File: config.mk
export PLATFORM = sky130hd
export DESIGN_NAME = cvr_queue
export DESIGN_NICKNAME = d
export VERILOG_FILES = /design/src/hw/rtl/cvr_pkg.sv /design/src/hw/rtl/cvr_queue.sv
export SDC_FILE = /design/constraint.sdc
export NUM_CORES = 1
export LEC_CHECK = 0
export ABC_AREA = 1
export BUFFER_PORTS_ARGS = -buffer_cell sky130_fd_sc_hd__buf_2
export CORE_UTILIZATION = 42
export CTS_BUF_LIST = sky130_fd_sc_hd__clkbuf_4 sky130_fd_sc_hd__clkbuf_8
export CTS_CLUSTER_SIZE = 24
export DETAILED_ROUTE_END_ITERATION = 12
export PLACE_DENSITY = 0.7
export SYNTH_ARGS = -nofsm -noshare
export SYNTH_HDL_FRONTEND = slang
export SYNTH_SLANG_ARGS = --single-unit
File: constraint.sdc
create_clock -name clk_i -period 2.9 [get_ports clk_i]
set_input_delay 0.145 -clock clk_i [delete_from_list [all_inputs] [get_ports clk_i]]
set_output_delay 0.145 -clock clk_i [all_outputs]
set_load 0.03 [all_outputs]
File: src/hw/rtl/cvr_pkg.sv
// shared types, widths and constants of the collinear vertex reducer
package cvr_pkg;

  localparam int unsigned CoordBits  = 24;
  localparam int unsigned SumBits    = 40;
  localparam int unsigned CountBits  = 17;
  localparam int unsigned TolBits    = 51;
  localparam int unsigned MaxPoints  = 65536;
  localparam int unsigned QueueDepth = 4;

  localparam int unsigned DiffBits  = CoordBits + 1;
  localparam int unsigned ProdBits  = 2 * DiffBits;
  localparam int unsigned CrossBits = ProdBits + 1;

  localparam logic [CountBits-1:0] CountMax = CountBits'(MaxPoints);
  localparam logic [CoordBits-1:0] CoordMax = {1'b0, {(CoordBits-1){1'b1}}};
  localparam logic [CoordBits-1:0] CoordMin = {1'b1, {(CoordBits-1){1'b0}}};

  typedef enum logic {
    CFG_TOLERANCE      = 1'b0,
    CFG_REMOVE_ALIGNED = 1'b1
  } cfg_idx_e;

  typedef enum logic [2:0] {
    ST_IDLE,
    ST_MUL,
    ST_DECIDE,
    ST_DIV_GO,
    ST_DIV_WAIT,
    ST_FINAL
  } back_state_e;

  typedef struct packed {
    logic signed [CoordBits-1:0] pt_x;
    logic signed [CoordBits-1:0] pt_y;
    logic                        pt_last;
  } point_t;

  typedef struct packed {
    logic signed [CoordBits-1:0] vert_x;
    logic signed [CoordBits-1:0] vert_y;
    logic                        final_vertex;
    logic signed [CoordBits-1:0] box_min_x;
    logic signed [CoordBits-1:0] box_min_y;
    logic signed [CoordBits-1:0] box_max_x;
    logic signed [CoordBits-1:0] box_max_y;
    logic signed [CoordBits-1:0] center_x;
    logic signed [CoordBits-1:0] center_y;
    logic        [CountBits-1:0] kept_total;
    logic                        shape_error;
  } vertex_t;

endpackage

File: src/hw/rtl/cvr_queue.sv
// input word queue between the accepting front and the processing back end
module cvr_queue (
  input  logic            clk_i,
  input  logic            rst_ni,
  input  logic            push_valid_i,
  output logic            push_ready_o,
  input  cvr_pkg::point_t push_data_i,
  output logic            pop_valid_o,
  input  logic            pop_ready_i,
  output cvr_pkg::point_t pop_data_o
);

  localparam int unsigned PtrBits = $clog2(cvr_pkg::QueueDepth);
  localparam int unsigned CntBits = $clog2(cvr_pkg::QueueDepth + 1);

  cvr_pkg::point_t    mem_q [cvr_pkg::QueueDepth];
  logic [PtrBits-1:0] wr_ptr_q, wr_ptr_d;
  logic [PtrBits-1:0] rd_ptr_q, rd_ptr_d;
  logic [CntBits-1:0] count_q, count_d;
  logic               push, pop;

  assign push_ready_o = (count_q != CntBits'(cvr_pkg::QueueDepth));
  assign pop_valid_o  = (count_q != '0);
  assign pop_data_o   = mem_q[rd_ptr_q];
  assign push         = push_valid_i & push_ready_o;
  assign pop          = pop_valid_o & pop_ready_i;

  always_comb begin
    wr_ptr_d = push ? wr_ptr_q + PtrBits'(1) : wr_ptr_q;
    rd_ptr_d = pop ? rd_ptr_q + PtrBits'(1) : rd_ptr_q;
    unique case ({push, pop})
      2'b10:   count_d = count_q + CntBits'(1);
      2'b01:   count_d = count_q - CntBits'(1);
      default: count_d = count_q;
    endcase
  end

  always_ff @(posedge clk_i or negedge rst_ni) begin
    if (!rst_ni) begin
      wr_ptr_q <= '0;
      rd_ptr_q <= '0;
      count_q  <= '0;
    end else begin
      wr_ptr_q <= wr_ptr_d;
      rd_ptr_q <= rd_ptr_d;
      count_q  <= count_d;
    end
  end

  always_ff @(posedge clk_i) begin
    if (push) begin
      mem_q[wr_ptr_q] <= push_data_i;
    end
  end

endmodule

==> flow_summary.toml <==
[outcome]
status = "finished clean"

[clocking]
numClockSinks = 203
htreeDepth = 2
cts_buffers = 36
root_buffer = "clkbuf_8"
cts_tree = "built"
clkLatencyLatePin_ns = 0.50
cts_max_path_buffers = 3
clkTransAtPathRegs_ns = 0.05
postCtsResizedCells = 0

[floorplanning]
die-area_um2 = 20140
die_w_um = 141.9
row_count = 50
die_h_um = 141.9
io_pins = 104
start_util = 0.4338
core_um2 = 18960

[synthesis]
syn-num-nets = 690
ys_seq_elements = 203
synth_seq_area_share = 0.7371
syn_inst = 631
synth_cell_types = 18
synthMuxAreaShare = 0
synth-xor-area-share = 0.001065
syn_avg_cell_area_um2 = 13.03
synthAdderAreaFrac = 0.01004
yosys_warnings = 0
synth_compound_area_frac = 0.09008
netlist_area_um2 = 8223
synth-simple-area-share = 0.08217
synth_top_family_by_area = "compound AO/OA/AOI/OAI gates"

[timing]
slew_violations = 0
relSlewSlack = 0.6239
period_minus_slack_ns = 2.401
finalSetupViolCount = 0
fmaxAchievable_mhz = 416.5
tightestPinTransition_ns = 0.5642
period_share = 0.8279
skew_ns = 0.01241
rsz0062_at_grt = "no"
hold_viol = 0
whs_ns = 0.3894
tns_ns = 0

[routing]
avgViaCountPerCell = 4.661
drt-wirelength-per-cell_um = 13.87
drtIter0Drc = 179
num_vias = 5080
ant_nets = 0
wirelength_um = 15120
drc = 0
firstDrtPassIters = 4

[global_route]
grt_max_degree = 85
grt_pass1_wl_um = 24070
grt_use_total = 0.1562
antenna_found_initial = 0
grt_pass1_vias = 4963
grt.overflow.total = 0

[power]
p_leak_nw = 4.177
peakVddDrop_uv = 569.6
powerDensity_nw_per_um2 = 1027

[placement]
routabilityCongestion = 0.7374
dpl.cell_count = 975
place_area_um2 = 9017
dp_hpwl_um = 8603
port_buffers = 103

[layout]
layoutNonFillerInstCount = 1090
drive_above_1_share = 0.2169
seq_area_um2 = 6062
n_antenna_cell = 0
multiInputGateArea_um2 = 1538
final.fill_count = 1559
nets = 865
syn_to_final_growth_pct = 24.13
final_area_um2 = 10210

[worst_setup_path]
end_kind = "output port"
cp.arrival_ns = 2.26
startpoint = "rd_ptr_q[0]"
cp_max_fo = 84
startpoint_type = "flop"
r2r_start = "count_q[0]"
worst_ep_required_time_ns = 2.76
criticalPathCategory = "reg -> out"

[job]
drv_cap = 0

[hold_path]
hp-class = "in -> reg"
min_from = "push_data_i[24]"
layer usage:
| layer | vias up | wire length [um] | GRT usage |
|---|---|---|---|
| met3 | 21 | 701 | 0.04387 |
| li1 | 2547 | - | - |
| met5 | - | 0 | 0 |
| met1 | 2405 | 6463 | 0.1793 |
| met4 | 0 | 223 | 0.05376 |
| met2 | 107 | 7731 | 0.2792 |
synth_stat cells (all sizes together):
cell / n / share of area
edfxtp: 196 / 0.72
nand4: 1 / 0.00076
clkbuf: 8 / 0.0037
nand2: 165 / 0.075
dfrtp: 7 / 0.021
o21ai: 1 / 0.00061
fa: 1 / 0.0024
nand3: 7 / 0.0043
nor2: 4 / 0.0018
o211ai: 98 / 0.089
buf: 24 / 0.024
xnor2: 1 / 0.0011
ha: 5 / 0.0076
inv: 113 / 0.052
what timing repair did:
item / CTS / global route
setup buffers: 0 / 0
hold buffers: 53 / 0
hold endpoints to repair: 207 / 0
critical path, cell delays in order (launching register included):
cell and delay (ns):
dfrtp_1 0.43, inv_6 0.42, buf_4 0.41, nand2_1 0.10
o211ai_1 0.11, nand2_1 0.06, buf_2 0.18
path summary, 6_finish.rpt:
| path | end | slack [ns] | cells after the start |
|---|---|---|---|
| min in group asynchronous | count_q[2] | 0.61 | 3 |
| max in group asynchronous | rd_ptr_q[1] | 2.00 | 3 |
| min | mem_q[3][24] | 0.39 | 2 |
| min reg2reg | count_q[0] | 0.49 | 1 |
| max reg2reg | count_q[2] | 0.78 | 10 |
| max | pop_data_o[29] | 0.50 | 6 |
state kept, by name, summed over array words and instances, names as in the netlist:
name,flops
count_q,3
mem_q,196
rd_ptr_q,2
wr_ptr_q,2
layout by cell type, fill, tap and decap left out, drive strengths merged:
cell,n
edfxtp,196
nand2,165
buf,116
inv,113
o211ai,98
dlygate4sd3,53
clkbuf,51
clkinv,11
nand3,7
dfrtp,7
ha,5
nor2,4
o21ai,1
xnor2,1
nand4,1
fa,1
logic make-up after synthesis:
kind of cell             after synthesis
buffers and inverters                145
adder cells (fa/ha/maj)                6
AO/OA/AOI/OAI                         99
flip-flops                           203
XOR/XNOR                               1
AND/OR/NAND/NOR                      177
layout make-up:
type	count	share of cell area
sequential	203	0.5939
multi-input combinational	283	0.1506
timing repair buffer	169	0.1169
clock buffer	51	0.06019
inverter	113	0.04204
tap	260	0.03187
clock inverter	11	0.004413
power breakdown:
group	internal, mW	total [mW]	switching [mW]
Combinational	1.14	4.04	2.90
Clock	1.35	2.40	1.04
Sequential	3.86	4.04	0.181
through the flow:
step / setup WS, ns / util / power, mW
after floorplan: -0.5845 / - / 7.091
after global placement: 0.8879 / 0.4757 / 8.082
after detailed placement: 0.8105 / 0.4757 / 8.157
after CTS: 0.4392 / 0.5385 / 10.65
after global routing: 0.2967 / 0.5385 / 11.15
final: 0.4992 / 0.5385 / 10.48
(Power assumes the default switching activity.)
